$ cat config.mk
export PLATFORM = sky130hd
export DESIGN_NAME = x86_lazy_flag_evaluator
export DESIGN_NICKNAME = d
export VERILOG_FILES = /design/src/rtl/lfe_pkg.sv /design/src/rtl/x86_lazy_flag_evaluator.sv /design/src/rtl/lfe_carry_unit.sv /design/src/rtl/lfe_arith_unit.sv /design/src/rtl/lfe_flag_core.sv
export SDC_FILE = /design/constraint.sdc
export NUM_CORES = 1
export LEC_CHECK = 0
export BUFFER_PORTS_ARGS = -buffer_cell sky130_fd_sc_hd__buf_2
export CELL_PAD_IN_SITES_DETAIL_PLACEMENT = 1
export CELL_PAD_IN_SITES_GLOBAL_PLACEMENT = 1
export CORE_ASPECT_RATIO = 0.7
export CORE_UTILIZATION = 48
export CTS_BUF_LIST = sky130_fd_sc_hd__clkbuf_4 sky130_fd_sc_hd__clkbuf_8
export DETAILED_ROUTE_END_ITERATION = 10
export PLACE_DENSITY_LB_ADDON = 0.2
export SLEW_MARGIN = 10
export SYNTH_ARGS = -nofsm -noshare
export SYNTH_HDL_FRONTEND = slang
export SYNTH_HIERARCHICAL = 1
export SYNTH_SLANG_ARGS = --single-unit
$ cat constraint.sdc
create_clock -name clk -period 8.4 [get_ports clk]
set_input_delay 1.26 -clock clk [delete_from_list [all_inputs] [get_ports clk]]
set_output_delay 1.26 -clock clk [all_outputs]
set_load 0.03 [all_outputs]
$ cat src/rtl/lfe_pkg.sv
// lazy flag evaluator package: operation kinds, condition selects, flag bit places
// width helpers shared by the carry, arithmetic and flag core units
// no dependencies
`default_nettype none

package lfe_pkg;

	// lazy operation kinds, byte/word/dword per group
	localparam logic [4:0] K_ADD_B   = 5'd0;
	localparam logic [4:0] K_ADD_W   = 5'd1;
	localparam logic [4:0] K_ADD_D   = 5'd2;
	localparam logic [4:0] K_ADC_B   = 5'd3;
	localparam logic [4:0] K_ADC_W   = 5'd4;
	localparam logic [4:0] K_ADC_D   = 5'd5;
	localparam logic [4:0] K_SUB_B   = 5'd6;
	localparam logic [4:0] K_SUB_W   = 5'd7;
	localparam logic [4:0] K_SUB_D   = 5'd8;
	localparam logic [4:0] K_SBB_B   = 5'd9;
	localparam logic [4:0] K_SBB_W   = 5'd10;
	localparam logic [4:0] K_SBB_D   = 5'd11;
	localparam logic [4:0] K_LOGIC_B = 5'd12;
	localparam logic [4:0] K_LOGIC_W = 5'd13;
	localparam logic [4:0] K_LOGIC_D = 5'd14;
	localparam logic [4:0] K_SHL_B   = 5'd15;
	localparam logic [4:0] K_SHL_W   = 5'd16;
	localparam logic [4:0] K_SHL_D   = 5'd17;
	localparam logic [4:0] K_SHR_B   = 5'd18;
	localparam logic [4:0] K_SHR_W   = 5'd19;
	localparam logic [4:0] K_SHR_D   = 5'd20;
	localparam logic [4:0] K_MUL_B   = 5'd21;
	localparam logic [4:0] K_MUL_W   = 5'd22;
	localparam logic [4:0] K_MUL_D   = 5'd23;
	localparam logic [4:0] K_DIRECT  = 5'd24;
	localparam logic [4:0] K_INC_B   = 5'd25;
	localparam logic [4:0] K_INC_W   = 5'd26;
	localparam logic [4:0] K_INC_D   = 5'd27;
	localparam logic [4:0] K_DEC_B   = 5'd28;
	localparam logic [4:0] K_DEC_W   = 5'd29;
	localparam logic [4:0] K_DEC_D   = 5'd30;
	// the one code past the table, folds onto byte add for AF/OF
	localparam logic [4:0] K_ALIAS   = 5'd31;
	// carry kinds wrap at this count
	localparam logic [4:0] CF_WRAP   = 5'd25;

	// overflow patterns of inc/dec results
	localparam logic [7:0]  INC_OVF_B = 8'h80;
	localparam logic [15:0] INC_OVF_W = 16'h8000;
	localparam logic [31:0] INC_OVF_D = 32'h8000_0000;
	localparam logic [7:0]  DEC_OVF_B = 8'h7f;
	localparam logic [15:0] DEC_OVF_W = 16'h7fff;
	localparam logic [31:0] DEC_OVF_D = 32'h7fff_ffff;

	// condition selects, cond_code bits 3..1
	localparam logic [2:0] COND_O  = 3'd0;
	localparam logic [2:0] COND_B  = 3'd1;
	localparam logic [2:0] COND_Z  = 3'd2;
	localparam logic [2:0] COND_BE = 3'd3;
	localparam logic [2:0] COND_S  = 3'd4;
	localparam logic [2:0] COND_P  = 3'd5;
	localparam logic [2:0] COND_L  = 3'd6;
	localparam logic [2:0] COND_LE = 3'd7;

	// flag word bit places
	localparam int FLAG_CF = 0;
	localparam int FLAG_PF = 2;
	localparam int FLAG_AF = 4;
	localparam int FLAG_ZF = 6;
	localparam int FLAG_SF = 7;
	localparam int FLAG_OF = 11;
	localparam int FLAG_W  = 12;

	typedef enum logic [1:0] {
		W_BYTE,
		W_WORD,
		W_DWORD
	} width_t;

	// carry unit result
	typedef struct packed {
		logic cf;
		logic ult;
		logic eq;
	} carry_t;

	// arithmetic unit result
	typedef struct packed {
		logic        af;
		logic        of;
		logic [31:0] sum;
	} arith_t;

	// operand width of a kind (kind mod 3)
	function automatic width_t kind_width(input logic [4:0] k);
		width_t w;
		case (k) inside
			K_ADD_B, K_ADC_B, K_SUB_B, K_SBB_B, K_LOGIC_B, K_SHL_B, K_SHR_B, K_MUL_B,
			K_DIRECT, K_INC_D, K_DEC_D: w = W_BYTE;
			K_ADD_W, K_ADC_W, K_SUB_W, K_SBB_W, K_LOGIC_W, K_SHL_W, K_SHR_W, K_MUL_W,
			K_INC_B, K_DEC_B, K_ALIAS: w = W_WORD;
			default: w = W_DWORD;
		endcase
		return w;
	endfunction

	function automatic logic [31:0] width_mask(input width_t w);
		logic [31:0] m;
		case (w)
			W_BYTE:  m = 32'h0000_00ff;
			W_WORD:  m = 32'h0000_ffff;
			default: m = 32'hffff_ffff;
		endcase
		return m;
	endfunction

	// sign bit of a value at the given width
	function automatic logic sign_at(input logic [31:0] v, input width_t w);
		logic b;
		case (w)
			W_BYTE:  b = v[7];
			W_WORD:  b = v[15];
			default: b = v[31];
		endcase
		return b;
	endfunction

endpackage

`default_nettype wire

$ cat src/rtl/x86_lazy_flag_evaluator.sv
// a taken word passes the input register, the flag logic and the output register
// on its way to the output (two register stages)
// throughput: one word per cycle while the output drains; behind a stalled word one more fits
// in_stall rises only when both stages hold a word and the output is stalled
// reset (arst_n low, asynchronous) empties both stages; the output shows no word
`default_nettype none

module x86_lazy_flag_evaluator (
	input  logic               clk,
	input  logic               arst_n,
	input  logic               in_valid,
	output logic               in_stall,
	input  logic               func,
	input  logic [4:0]         op_kind,
	input  logic signed [31:0] operand_src,
	input  logic signed [31:0] result_dst,
	input  logic [4:0]         saved_kind,
	input  logic [31:0]        saved_result,
	input  logic [3:0]         cond_code,
	output logic               out_valid,
	input  logic               out_stall,
	output logic               cond_taken,
	output logic [11:0]        flag_word
);

	logic                        valid_s1;
	logic                        func_s1;
	logic [4:0]                  op_kind_s1;
	logic [31:0]                 src_s1;
	logic [31:0]                 dst_s1;
	logic [4:0]                  saved_kind_s1;
	logic [31:0]                 saved_result_s1;
	logic [3:0]                  cond_code_s1;
	logic                        valid_s2;
	logic                        cond_taken_s2;
	logic [lfe_pkg::FLAG_W-1:0]  flag_word_s2;
	logic                        adv_s2;
	logic                        take;
	logic                        cond_taken_c;
	logic [lfe_pkg::FLAG_W-1:0]  flag_word_c;

	// stage 2 loads when empty or being drained; stage 1 moves with it
	assign adv_s2   = ~valid_s2 | ~out_stall;
	assign in_stall = valid_s1 & ~adv_s2;
	assign take     = in_valid & ~in_stall;

	// input register
	always_ff @(posedge clk or negedge arst_n) begin
		if (!arst_n) begin
			valid_s1 <= 1'b0;
		end else if (~valid_s1 | adv_s2) begin
			valid_s1 <= in_valid;
		end
	end

	always_ff @(posedge clk) begin
		if (take) begin
			func_s1         <= func;
			op_kind_s1      <= op_kind;
			src_s1          <= $unsigned(operand_src);
			dst_s1          <= $unsigned(result_dst);
			saved_kind_s1   <= saved_kind;
			saved_result_s1 <= saved_result;
			cond_code_s1    <= cond_code;
		end
	end

	// flag evaluation
	lfe_flag_core u_core (
		.func         (func_s1),
		.op_kind      (op_kind_s1),
		.src          (src_s1),
		.dst          (dst_s1),
		.saved_kind   (saved_kind_s1),
		.saved_result (saved_result_s1),
		.cond_code    (cond_code_s1),
		.cond_taken   (cond_taken_c),
		.flag_word    (flag_word_c)
	);

	// result register
	always_ff @(posedge clk or negedge arst_n) begin
		if (!arst_n) begin
			valid_s2 <= 1'b0;
		end else if (adv_s2) begin
			valid_s2 <= valid_s1;
		end
	end

	always_ff @(posedge clk) begin
		if (adv_s2 && valid_s1) begin
			cond_taken_s2 <= cond_taken_c;
			flag_word_s2  <= flag_word_c;
		end
	end

	assign out_valid  = valid_s2;
	assign cond_taken = cond_taken_s2;
	assign flag_word  = flag_word_s2;

endmodule

`default_nettype wire

$ cat src/rtl/lfe_carry_unit.sv
// carry unit: CF from the record, plus the masked unsigned compare it is built on
// depends on lfe_pkg
`default_nettype none

module lfe_carry_unit (
	input  logic [4:0]       op_kind,
	input  logic [31:0]      src,
	input  logic [31:0]      dst,
	input  logic [4:0]       saved_kind,
	input  logic [31:0]      saved_result,
	output lfe_pkg::carry_t  carry
);

	logic [4:0]           k_raw;
	logic [4:0]           k;
	logic [31:0]          cd;
	lfe_pkg::width_t      w;
	logic [31:0]          m;
	logic                 cin;
	logic [31:0]          sum;
	logic [31:0]          x;
	logic [31:0]          xm;
	logic [31:0]          sm;
	logic                 ult;
	logic                 eq;

	// inc/dec keep the carry of the earlier record
	assign k_raw = (op_kind >= lfe_pkg::K_INC_B) ? saved_kind : op_kind;
	assign cd    = (op_kind >= lfe_pkg::K_INC_B) ? saved_result : dst;
	assign k     = (k_raw >= lfe_pkg::CF_WRAP) ? (k_raw - lfe_pkg::CF_WRAP) : k_raw;
	assign w     = lfe_pkg::kind_width(k);
	assign m     = lfe_pkg::width_mask(w);

	// rebuild the first operand of sub/sbb, then compare against the source
	assign cin = (k >= lfe_pkg::K_SBB_B) && (k <= lfe_pkg::K_SBB_D);
	assign sum = cd + src + {31'b0, cin};
	assign x   = (k <= lfe_pkg::K_ADC_D) ? cd : sum;
	assign xm  = x & m;
	assign sm  = src & m;
	assign ult = xm < sm;
	assign eq  = xm == sm;

	// carry per kind group
	always_comb begin
		carry.ult = ult;
		carry.eq  = eq;
		case (k) inside
			[lfe_pkg::K_ADD_B:lfe_pkg::K_ADD_D],
			[lfe_pkg::K_SUB_B:lfe_pkg::K_SUB_D]:   carry.cf = ult;
			[lfe_pkg::K_ADC_B:lfe_pkg::K_ADC_D],
			[lfe_pkg::K_SBB_B:lfe_pkg::K_SBB_D]:   carry.cf = ult | eq;
			[lfe_pkg::K_LOGIC_B:lfe_pkg::K_LOGIC_D]: carry.cf = 1'b0;
			[lfe_pkg::K_SHL_B:lfe_pkg::K_SHL_D]:   carry.cf = lfe_pkg::sign_at(src, w);
			[lfe_pkg::K_SHR_B:lfe_pkg::K_SHR_D]:   carry.cf = src[0];
			[lfe_pkg::K_MUL_B:lfe_pkg::K_MUL_D]:   carry.cf = |src;
			default:                               carry.cf = src[0];
		endcase
	end

endmodule

`default_nettype wire

$ cat src/rtl/lfe_arith_unit.sv
// arithmetic unit: rebuilt operand, AF and OF of the recorded operation
// depends on lfe_pkg
`default_nettype none

module lfe_arith_unit (
	input  logic [4:0]       op_kind,
	input  logic [31:0]      src,
	input  logic [31:0]      dst,
	output lfe_pkg::arith_t  arith
);

	logic [4:0]       k;
	lfe_pkg::width_t  w;
	logic             sub;
	logic             cin;
	logic [31:0]      b;
	logic [31:0]      a;
	logic             ovf_add;
	logic             ovf_sub;

	// code 31 folds onto byte add
	assign k = (op_kind == lfe_pkg::K_ALIAS) ? lfe_pkg::K_ADD_B : op_kind;
	assign w = lfe_pkg::kind_width(k);

	// a = d - s (-1) for add/adc, d + s (+1) for sub/sbb
	assign sub = k <= lfe_pkg::K_ADC_D;
	assign cin = (k <= lfe_pkg::K_ADD_D) || ((k >= lfe_pkg::K_SBB_B) && (k <= lfe_pkg::K_SBB_D));
	assign b   = sub ? ~src : src;
	assign a   = dst + b + {31'b0, cin};

	assign ovf_sub = lfe_pkg::sign_at(~(a ^ src) & (a ^ dst), w);
	assign ovf_add = lfe_pkg::sign_at((a ^ src) & (a ^ dst), w);

	// overflow per kind
	always_comb begin
		arith.sum = a;
		case (k) inside
			[lfe_pkg::K_ADD_B:lfe_pkg::K_ADC_D]:     arith.of = ovf_sub;
			[lfe_pkg::K_SUB_B:lfe_pkg::K_SBB_D]:     arith.of = ovf_add;
			[lfe_pkg::K_LOGIC_B:lfe_pkg::K_LOGIC_D]: arith.of = 1'b0;
			[lfe_pkg::K_SHL_B:lfe_pkg::K_SHR_D]:     arith.of = lfe_pkg::sign_at(src ^ dst, w);
			[lfe_pkg::K_MUL_B:lfe_pkg::K_MUL_D]:     arith.of = |src;
			lfe_pkg::K_DIRECT: arith.of = src[lfe_pkg::FLAG_OF];
			lfe_pkg::K_INC_B:  arith.of = dst[7:0] == lfe_pkg::INC_OVF_B;
			lfe_pkg::K_INC_W:  arith.of = dst[15:0] == lfe_pkg::INC_OVF_W;
			lfe_pkg::K_INC_D:  arith.of = dst == lfe_pkg::INC_OVF_D;
			lfe_pkg::K_DEC_B:  arith.of = dst[7:0] == lfe_pkg::DEC_OVF_B;
			lfe_pkg::K_DEC_W:  arith.of = dst[15:0] == lfe_pkg::DEC_OVF_W;
			default:           arith.of = dst == lfe_pkg::DEC_OVF_D;
		endcase
	end

	// aux carry out of bit 3; inc/dec only look at the low nibble
	always_comb begin
		case (k) inside
			[lfe_pkg::K_ADD_B:lfe_pkg::K_SBB_D]:   arith.af = dst[4] ^ a[4] ^ src[4];
			[lfe_pkg::K_LOGIC_B:lfe_pkg::K_MUL_D]: arith.af = 1'b0;
			lfe_pkg::K_DIRECT:                     arith.af = src[lfe_pkg::FLAG_AF];
			[lfe_pkg::K_INC_B:lfe_pkg::K_INC_D]:   arith.af = dst[3:0] == 4'h0;
			default:                               arith.af = dst[3:0] == 4'hf;
		endcase
	end

endmodule

`default_nettype wire

$ cat src/rtl/lfe_flag_core.sv
// flag core: combines carry and arithmetic units into the flag word and condition
// depends on lfe_pkg, lfe_carry_unit, lfe_arith_unit
`default_nettype none

module lfe_flag_core (
	input  logic                        func,
	input  logic [4:0]                  op_kind,
	input  logic [31:0]                 src,
	input  logic [31:0]                 dst,
	input  logic [4:0]                  saved_kind,
	input  logic [31:0]                 saved_result,
	input  logic [3:0]                  cond_code,
	output logic                        cond_taken,
	output logic [lfe_pkg::FLAG_W-1:0]  flag_word
);

	lfe_pkg::carry_t  carry;
	lfe_pkg::arith_t  arith;
	lfe_pkg::width_t  wo;
	logic             direct;
	logic             zf;
	logic             sf;
	logic             pf;
	logic             oe;
	logic             slt;
	logic             less;
	logic             below_eq;
	logic             r;

	lfe_carry_unit u_carry (
		.op_kind      (op_kind),
		.src          (src),
		.dst          (dst),
		.saved_kind   (saved_kind),
		.saved_result (saved_result),
		.carry        (carry)
	);

	lfe_arith_unit u_arith (
		.op_kind (op_kind),
		.src     (src),
		.dst     (dst),
		.arith   (arith)
	);

	// simple flags
	assign direct = op_kind == lfe_pkg::K_DIRECT;
	assign zf     = dst == 32'h0;
	assign sf     = direct ? src[lfe_pkg::FLAG_SF] : dst[31];
	assign pf     = direct ? src[lfe_pkg::FLAG_PF] : ~(^dst[7:0]);

	// signed compare for sub kinds, rebuilt operand against source
	assign wo  = lfe_pkg::kind_width(op_kind);
	assign slt = (lfe_pkg::sign_at(arith.sum, wo) != lfe_pkg::sign_at(src, wo))
		? lfe_pkg::sign_at(arith.sum, wo) : carry.ult;
	assign oe  = cond_code[1];

	// less / less-or-equal
	always_comb begin
		case (op_kind) inside
			[lfe_pkg::K_SUB_B:lfe_pkg::K_SUB_D]: less = slt | (oe & carry.eq);
			[lfe_pkg::K_LOGIC_B:lfe_pkg::K_LOGIC_D],
			[lfe_pkg::K_INC_B:lfe_pkg::K_DEC_D]: less = dst[31] | (oe & zf);
			lfe_pkg::K_DIRECT: less = (src[lfe_pkg::FLAG_SF] ^ src[lfe_pkg::FLAG_OF])
				| (oe & src[lfe_pkg::FLAG_ZF]);
			default: less = (dst[31] ^ arith.of) | (oe & zf);
		endcase
	end

	// below-or-equal
	always_comb begin
		case (op_kind) inside
			[lfe_pkg::K_SUB_B:lfe_pkg::K_SUB_D]: below_eq = carry.ult | carry.eq;
			lfe_pkg::K_DIRECT: below_eq = src[lfe_pkg::FLAG_ZF] | src[lfe_pkg::FLAG_CF];
			default:           below_eq = carry.cf | zf;
		endcase
	end

	// condition select
	always_comb begin
		unique case (cond_code[3:1])
			lfe_pkg::COND_O:  r = arith.of;
			lfe_pkg::COND_B:  r = carry.cf;
			lfe_pkg::COND_Z:  r = zf;
			lfe_pkg::COND_BE: r = below_eq;
			lfe_pkg::COND_S:  r = sf;
			lfe_pkg::COND_P:  r = pf;
			lfe_pkg::COND_L:  r = less;
			lfe_pkg::COND_LE: r = less;
			default:          r = 1'b0;
		endcase
	end
	assign cond_taken = r ^ cond_code[0];

	// flag word, shift form drops CF and OF
	always_comb begin
		flag_word                   = '0;
		flag_word[lfe_pkg::FLAG_CF] = ~func & carry.cf;
		flag_word[lfe_pkg::FLAG_PF] = pf;
		flag_word[lfe_pkg::FLAG_AF] = arith.af;
		flag_word[lfe_pkg::FLAG_ZF] = zf;
		flag_word[lfe_pkg::FLAG_SF] = sf;
		flag_word[lfe_pkg::FLAG_OF] = ~func & arith.of;
	end

endmodule

`default_nettype wire

Yosys cells after proc, flatten, opt, wreduce, memory -nomap -nowiden
Index checks and enable logic that the tools add are counted.

word-level totals
  bits in registers = 120
  logic and storage cells = 267

cells by class
  muxes and demuxes = 49
  reductions and logical operators = 43
  add/subtract/negate cells = 5
  magnitude comparators = 38
  eq/ne operators = 84
  bitwise gates (word level) = 37

operators by type and width
  cell                                                                                  count
  5-bit equality test (second input constant)                                           35
  32-bit bitwise AND                                                                    4
  32-bit 2-to-1 mux                                                                     3
  32-bit XOR                                                                            3
  5-bit by 4-bit equality test with 1-bit output (second input constant)                15
  11-bit OR reduction                                                                   6
  32-bit by 1-bit adder with 32-bit output                                              2
  32-bit adder                                                                          2
  32-bit NOT                                                                            2
  32-bit one-hot mux with 2 select lines                                                1
  5-bit by 3-bit equality test with 1-bit output (second input constant)                9
  5-bit by 4-bit greater-or-equal comparator with 1-bit output (second input constant)  7
  5-bit by 4-bit less-or-equal comparator with 1-bit output (second input constant)     7
  5-bit less-or-equal comparator (second input constant)                                7
  32-bit by 31-bit equality test with 1-bit output (second input constant)              1
  32-bit equality test                                                                  1
  32-bit equality test (second input constant)                                          1
  32-bit logical NOT                                                                    1
  32-bit < comparator                                                                   1
  32-bit OR reduction                                                                   1
  5-bit greater-or-equal comparator (second input constant)                             6
  1-bit 2-to-1 mux                                                                      29
  1-bit logical AND                                                                     21
  16-bit by 15-bit equality test with 1-bit output (second input constant)              1
  other kinds (32)                                                                      90

Depth between registers and ports, before layout
Gate-level depths: netlist of the first run.

  word-level depth = 21
  gate-level depth with buffers = 37
  gate-level depth less buffers = 36

Hierarchy
The synthesis of the first run kept the hierarchy.

by module, submodules not included
  module                   seq. area each (um^2)  times used  cells each  area an instance (um^2)
  lfe_carry_unit           0.0                    1           592         4365.4
  x86_lazy_flag_evaluator  3773.6                 1           132         3816.2
  lfe_arith_unit           0.0                    1           394         2731.4
  lfe_flag_core            0.0                    1           129         900.9

Worst setup path after synthesis of the first run
Ideal clock, no wire load.

  kind = reg2reg
  start point = register op_kind_s1[0]
  end point = register cond_taken_s2, in the netlist cond_taken (data pin)
  data required time = 8.142 ns
  setup time = 0.258 ns
  arrival = 6.847 ns
  path buffers = 0
  cell stages (with the launch flop) = 35
  path slack = 1.295 ns
  path through = edfxtp_1 > o211a_1 > o22a_4 > clkinv_8 > ha_1 > o21ai_0 > nor4_4 > nor2_4 > nand3_1 > fa_1 > inv_1 > fa_1 > a21o_1 > a31oi_1 > o21ai_0 > a32o_1 > a2111oi_0 > o31ai_1 > xor2_1 > nand2_1 > a21oi_1 > ha_1 > nand2_1 > nor3_1 > nand2_1 > or3_1 > or4_1 > a21oi_1 > a2bb2oi_2 > inv_1 > a21o_1 > o211ai_1 > o2bb2ai_1 > a211oi_2 > xnor2_1

RTL lines
  item                    RTL line                       source
  start, declared         x86_lazy_flag_evaluator.sv:28  logic [4:0] op_kind_s1;
  start signal, assigned  x86_lazy_flag_evaluator.sv:59  op_kind_s1 <= op_kind;
  end signal, assigned    x86_lazy_flag_evaluator.sv:92  cond_taken_s2 <= cond_taken_c;
  end, declared           x86_lazy_flag_evaluator.sv:35  logic cond_taken_s2;

==> qor.yml, run 1 <==
hp-class: "reg2reg"
relSlewSlack_pct: 37.6
holdBufCountCts: 0
hold_viol: 0
ir_drop_v: 0.000118
cts.sinks: 126
dp_hpwl_mm: 26.8
cts_root_buffer: "clkbuf_8"
insertedDiodeCount: 0
crit_slowest_cell: "nor4b_2"
fmaxAchievable_mhz: 126
portBuffers: 129
h-tree-depth: 4
slowest_delay_ns: 0.61
power_frac_clock_pct: 23.8
clockBufferDepth: 2
die_x_um: 184
grt.total_usage_pct: 30.6
grt_pass1_vias: 9743
vias: 9718
fin_worst_skew_ns: 0.0104
status: "completed"
arrival_ns: 8.19
drt_pass1_iterations: 4
gp_congestion: 0.907
period_needed_ns: 7.96
wire_per_inst_um: 22.7
drc: 0
core_area_mm2: 0.0227
path_clk_slew_ns: 0.08
syn_avg_cell_area_um2: 9.77
ioPinCount: 130
comb_power_share_pct: 40.0
swShare_pct: 38.5
initial_core_util_pct: 49.0
worst-path-max-fanout: 10
cts_made_buffers: 17
antenna_left: 0
tritoncts: "done"
pwr-share-seq_pct: 36.1
critPathLaunchType: "register"
grt_overflow: 0
crit_family: "simple AND/OR/NAND/NOR gates"
grt_setup_unrepaired: "false"
cp-end-kind: "register"
min_period_over_period_pct: 94.7
setup_viol_count_final: 0
grt_max_degree: 57
drive_above_1_share_pct: 22.0
fin_setup_tns_ns: 0
syn_inst: 1137
p_leak_uw: 0.00495
maxCapViolCount: 0
worst_slew_pin_slew_ns: 0.935
finalWorstSetupSlack_ns: 0.444
cts_setup_buffers: 0
p_int_uw: 1370
die-area_mm2: 0.0238
crit_type: "reg2reg"
viasPerCell: 6.18
power.net_switching_uw: 860
grt_antenna_before_repair: 0
pwr_density_cell_mw_per_mm2: 181
report.power.total_uw: 2230
insertion_delay_ns: 0.49
drv_slew: 0
routed_wl_mm: 35.7
nNetsFinal: 1463
yosys_warnings: 6
syn-cell-area_mm2: 0.0111
die_y_um: 129
grt_pass1_wl_mm: 55.1
pre_cts_ws_ns: 0.581
area_growth_pct: 10.9
drt_iter0_markers: 810
crit_buf_inv: 2
critPathRequiredTime_ns: 8.63
num_rows: 46
-- power groups by stage --
stage	clock, µW	sequential, µW	combinational, µW
detailed placement	0	818	868
floorplan	0	809	648
CTS	545	805	878
finish	532	806	893
global route	563	811	971
global placement	0	817	843
-- timing repair --
item                                    in CTS  in global routing
gates resized for setup                      0                  2
endpoints found under the setup margin       0                  1
endpoints found under the hold margin        0                  0
-- layout make-up --
type	count	area (µm²)
inverter	43	174
clock inverter	15	146
multi-input combinational	912	6810
clock buffer	17	234
fill	2635	10400
sequential	126	3770
timing repair buffer	147	781
tap	312	390
-- stage by stage --
step	hold WS [ns]	utilization (%)	area (µm²)	instances
detailed placement	0.507	52.6	11900	1540
global route	0.535	54.3	12300	1572
finish	0.513	54.3	12300	1572
global placement	0.478	52.6	11900	1540
floorplan	0.467	-	11100	1142
CTS	0.521	54.3	12300	1572
-- path summary, 6_finish.rpt --
kind,from,end,slack [ns],cells past startpoint
setup / recovery,op_kind_s1[4],cond_taken,0.44,32
setup reg to reg,op_kind_s1[4],cond_taken,0.44,32
hold reg to reg,valid_s1,out_valid,0.51,1
max in group asynchronous,arst_n,valid_s1,7.75,1
min in group asynchronous,arst_n,out_valid,0.55,1
hold / removal,valid_s1,out_valid,0.51,1
-- metal layers --
layer | wire length (µm) | share of wire [%] | global-route usage [%]
met2 | 15500 | 43 | 46.6
met1 | 17200 | 48 | 44.0
met4 | 544 | 1.5 | 8.19
met5 | 0 | 0 | 0
met3 | 2550 | 7.1 | 6.18
-- placed cells by master (no fill, tap or decap), drive strengths merged, types with 11 or more instances in the layout --
cell,n
nor3,29
xnor2,53
buf,147
o22ai,13
a21oi,75
inv,44
mux2i,11
nand2,112
nand3,27
a211oi,11
xor2,19
o211ai,13
nor4,36
edfxtp,124
ha,97
nand4,20
nor2b,15
mux2,34
nor2,55
nand2b,19
o21a,13
and3,23
o21ai,54
clkbuf,17
a21o,28
-- state kept, by name (all words and copies together), names as in the netlist --
register / cells
dst_s1: 32
saved_result_s1: 32
src_s1: 32
flag_word: 12
op_kind_s1: 5
saved_kind_s1: 5
cond_code_s1: 4
cond_taken: 1
func_s1: 1
out_valid: 1
valid_s1: 1
Note: power is estimated with default switching activity, not from simulation.
==> run 2, diff against run 1 <==
- CORE_UTILIZATION: 48 -> 45
==> qor.yml, run 2 (synthesis results as in run 1) <==
core_area_mm2: 0.0239
dr_wl_met2_mm: 15.8
cts.sinks: 126
fin_setup_tns_ns: 0
report.power.total_uw: 2320
worst-path-max-fanout: 37
hp-class: "reg2reg"
dp_hpwl_mm: 27.2
holdBufCountCts: 0
grt_pass1_vias: 9746
grt_overflow: 0
insertion_delay_ns: 0.48
die_x_um: 190
routed_wl_mm: 36.5
grt_setup_unrepaired: "false"
gp_congestion: 0.911
antenna_left: 0
arrival_ns: 8.18
num_rows: 47
die_y_um: 133
drt_iter0_markers: 891
viasPerCell: 6.12
portBuffers: 129
crit_slowest_cell: "or4_1"
vias: 9688
nFillCells: 2753
h-tree-depth: 4
ir_drop_v: 0.000163
ioPinCount: 130
path_clk_slew_ns: 0.08
min_period_over_period_pct: 94.6
slowest_delay_ns: 0.61
drt-met1-wl_mm: 17.8
top_layer: "met4"
drive_above_1_share_pct: 22.8
pwr_density_cell_mw_per_mm2: 186
crit_family: "simple AND/OR/NAND/NOR gates"
initial_core_util_pct: 46.4
grt_pass1_wl_mm: 56.4
grt_antenna_before_repair: 0
critPathRequiredTime_ns: 8.64
setup_viol_count_final: 0
status: "completed"
fin_util_pct: 52.0
mostFrequentLayoutCell: "buf_2"
relSlewSlack_pct: 22.1
reg_top3: "dst_s1: 32 flops, saved_result_s1: 32 flops, src_s1: 32 flops"
cts_root_buffer: "clkbuf_8"
drv_slew: 0
dr_wl_met3_mm: 2.43
grt.total_usage_pct: 29.2
fin_worst_skew_ns: 0.0115
grt_max_degree: 61
maxCapViolCount: 0
insertedDiodeCount: 0
drc: 0
critPathLaunchType: "register"
final_cell_mix: "129 x buf_2, 124 x edfxtp_1, 101 x nand2_1"
fmaxAchievable_mhz: 126
nNetsFinal: 1469
p_leak_uw: 0.00502
die-area_mm2: 0.0253
clockBufferDepth: 2
period_needed_ns: 7.94
worst_slew_pin_slew_ns: 1.17
crit_buf_inv: 3
cts_made_buffers: 17
cp-end-kind: "register"
hold_viol: 0
tritoncts: "done"
drt_pass1_iterations: 7
crit_type: "reg2reg"
wire_per_inst_um: 23.0
area_growth_pct: 12.0
## run 2: changes by cell type in the layout (fill, tap and decap cells not counted), sizes merged
cell and delta:
clkbuf +7, buf +5, clkinv -3, clkinvlp -2, inv -2, bufinv +1
## run 2: path summary, 6_finish.rpt
kind,endpoint,depth (start not counted),startpoint,slack [ns]
max,cond_taken,31,op_kind_s1[0],0.46
min,out_valid,1,valid_s1,0.51
max reg2reg,cond_taken,31,op_kind_s1[0],0.46
min reg2reg,out_valid,1,valid_s1,0.51
max in group asynchronous,out_valid,1,arst_n,7.74
min in group asynchronous,valid_s1,1,arst_n,0.56
## run 2: what timing repair did
item	in CTS	in global routing
buffers inserted	0	8
resized for setup	0	6
setup endpoints to repair	0	1
## run 2: area by class of cell
type | count | area [µm²] | share of cell area [%]
Clock buffer | 23 | 310 | 2.49
Clock inverter | 9 | 133 | 1.07
Inverter | 43 | 174 | 1.40
Multi-Input combinational cell | 912 | 6830 | 54.9
Sequential cell | 126 | 3770 | 30.3
Tap cell | 318 | 398 | 3.20
Timing Repair Buffer | 153 | 823 | 6.62
## run 2: per-stage QoR
| stage | hold slack [ns] | cells | cell area [µm²] | setup slack [ns] |
|---|---|---|---|---|
| final | 0.512 | 1584 | 12400 | 0.455 |
| after global routing | 0.527 | 1584 | 12400 | 0.0601 |
| after CTS | 0.508 | 1576 | 12400 | 0.176 |
| after detailed placement | 0.491 | 1544 | 11900 | 0.249 |
| after global placement | 0.475 | 1544 | 11900 | 0.525 |
| after floorplan | 0.467 | 1142 | 11100 | 1.30 |
## run 2: worst reg2reg max path: cells and delay by family (launching register included)
family / cells / cell delay (ns)
AOI/OAI and AO/OA: 13 / 2.93
xor gates and xnor gates: 1 / 0.14
adders and majority gates: 2 / 0.76
buffers and inverters: 3 / 0.52
DFF: 1 / 0.44
and+or+nand+nor: 12 / 2.96
## run 2: power breakdown
group,internal [µW],switching (µW),leakage (µW)
Clock,336,265,0.000222
Sequential,746,58.6,0.00121
Combinational,368,541,0.00358
Total,1450,865,0.00502
## run 2: routing by layer
metal  up-vias  track usage, %
met5         -               0
met4         0            7.03
met3        39            5.85
met2       341            43.6
met1      4770            42.9
li1       4538               -
==> run 3, diff against run 2 <==
- CORE_MARGIN: not set -> 5
==> qor.yml, run 3 (synthesis results as in run 1) <==
relSlewSlack_pct: 26.7
nFillCells: 2816
layout.cells.non_filler: 1595
drt_pass1_iterations: 5
period_needed_ns: 7.89
hold_viol: 0
p_leak_uw: 0.00500
crit_type: "reg2reg"
drive_above_1_share_pct: 22.5
rrSetupSlack_ns: 0.51
nNetsFinal: 1473
insertion_delay_ns: 0.49
worst_slew_pin_slew_ns: 1.10
insertedDiodeCount: 0
mostFrequentLayoutCell: "buf_2"
num_rows: 48
critPathRequiredTime_ns: 8.63
die_x_um: 198
portBuffers: 129
slowest_delay_ns: 0.61
arrival_ns: 8.12
routed_wl_mm: 37.2
tritoncts: "done"
cp-startpoint: "op_kind_s1[4]"
clockBufferDepth: 2
grt_overflow: 0
cp-end-kind: "register"
crit_buf_inv: 3
hp-class: "reg2reg"
worstRegToRegCells: 34
drv_slew: 0
critPathCapture: "cond_taken"
setup_viol_count_final: 0
holdBufCountCts: 0
die-area_mm2: 0.0280
fmaxAchievable_mhz: 127
reg_top3: "dst_s1: 32 flops, saved_result_s1: 32 flops, src_s1: 32 flops"
ioPinCount: 130
critPathLaunchType: "register"
hold_slack_ns: 0.545
fin_worst_skew_ns: 0.0180
core_area_mm2: 0.0245
fin_util_pct: 50.5
drc: 0
min_period_over_period_pct: 93.9
area_growth_pct: 11.6
cts.sinks: 126
hold_depth: 1
fin_setup_tns_ns: 0
dp_hpwl_mm: 27.9
status: "completed"
die_y_um: 141
grt_pass1_vias: 9817
wire_per_inst_um: 23.3
initial_core_util_pct: 45.3
worst-path-max-fanout: 9
crit_slowest_cell: "or4_1"
antenna_left: 0
dp.cells: 1553
cp_common_cell: "a21o_1"
cts_made_buffers: 17
pwr_density_cell_mw_per_mm2: 181
h-tree-depth: 4
cp.depth: 34
maxCapViolCount: 0
vias: 9730
r2r-end: "cond_taken"
path_clk_slew_ns: 0.09
final_cell_mix: "129 x buf_2, 124 x edfxtp_1, 101 x nand2_1"
timing.rr.start: "op_kind_s1[4]"
ir_drop_v: 0.000143
grt.total_usage_pct: 26.1
grt_pass1_wl_mm: 56.8
crit_family: "simple AND/OR/NAND/NOR gates"
drt_iter0_markers: 839
grt_setup_unrepaired: "false"
gp_congestion: 0.911
grt_antenna_before_repair: 0
viasPerCell: 6.10
grt_max_degree: 62
cts_root_buffer: "clkbuf_8"
## run 3: changes by cell type in the layout (fill, tap and decap cells not counted), moves of 2 or more
cell      change
buf_4         +4
clkinv_2      +2
clkbuf_8      -5
clkinv_1      +3
## run 3: metal layers
| layer | track usage, % | part of all wire [%] | vias up |
|---|---|---|---|
| li1 | - | - | 4542 |
| met1 | 38.7 | 48 | 4806 |
| met2 | 39.2 | 43 | 343 |
| met3 | 5.58 | 7.1 | 39 |
| met4 | 5.54 | 1.2 | 0 |
| met5 | 0 | 0 | - |
## run 3: what timing repair did
action	CTS	global route
gates resized for setup	0	1
setup buffers	0	10
setup endpoints to repair	0	1
## run 3: area by class of cell
type                    instances  area (µm²)  area share, %
clock inverters                13         124           1.00
well taps                     325         407           3.28
clock buffers                  19         249           2.01
inverters                      43         174           1.40
multi-input cells             912        6810           54.9
flip-flops and latches        126        3770           30.5
repair buffers                157         853           6.89
## run 3: worst min path at each step
| stage | slack (ns) | from | end |
|---|---|---|---|
| finish | 0.54 | valid_s1 | out_valid |
| global route | 0.52 | arst_n | out_valid |
| CTS | 0.52 | arst_n | out_valid |
| detailed placement | 0.53 | valid_s1 | out_valid |
| global placement | 0.48 | valid_s1 | out_valid |
| floorplan | 0.47 | valid_s1 | out_valid |
## run 3: stage by stage
| stage | instance area, µm² | setup slack [ns] | total power (µW) |
|---|---|---|---|
| 4_1_cts | 12300 | 0.547 | 2240 |
| 2_1_floorplan | 11100 | 1.30 | 1460 |
| 6_report | 12400 | 0.509 | 2240 |
| 3_3_place_gp | 11900 | 0.857 | 1670 |
| 5_1_grt | 12400 | 0.0115 | 2370 |
| 3_5_place_dp | 11900 | 0.613 | 1700 |
## run 3: power breakdown
group,switching (µW),leakage (µW),internal (µW)
registers,59.2,0.00121,747
logic,540,0.00360,368
clock network,260,0.000189,265
## run 3: worst reg2reg max path: cells and delay by family (launching register included)
kind | cells | cell delay, ns
AND/OR/NAND/NOR | 11 | 2.81
AO/OA/AOI/OAI | 15 | 2.77
adder cells (fa/ha/maj) | 4 | 1.04
flip-flops | 1 | 0.53
buffers and inverters | 3 | 0.33
XOR/XNOR | 1 | 0.15
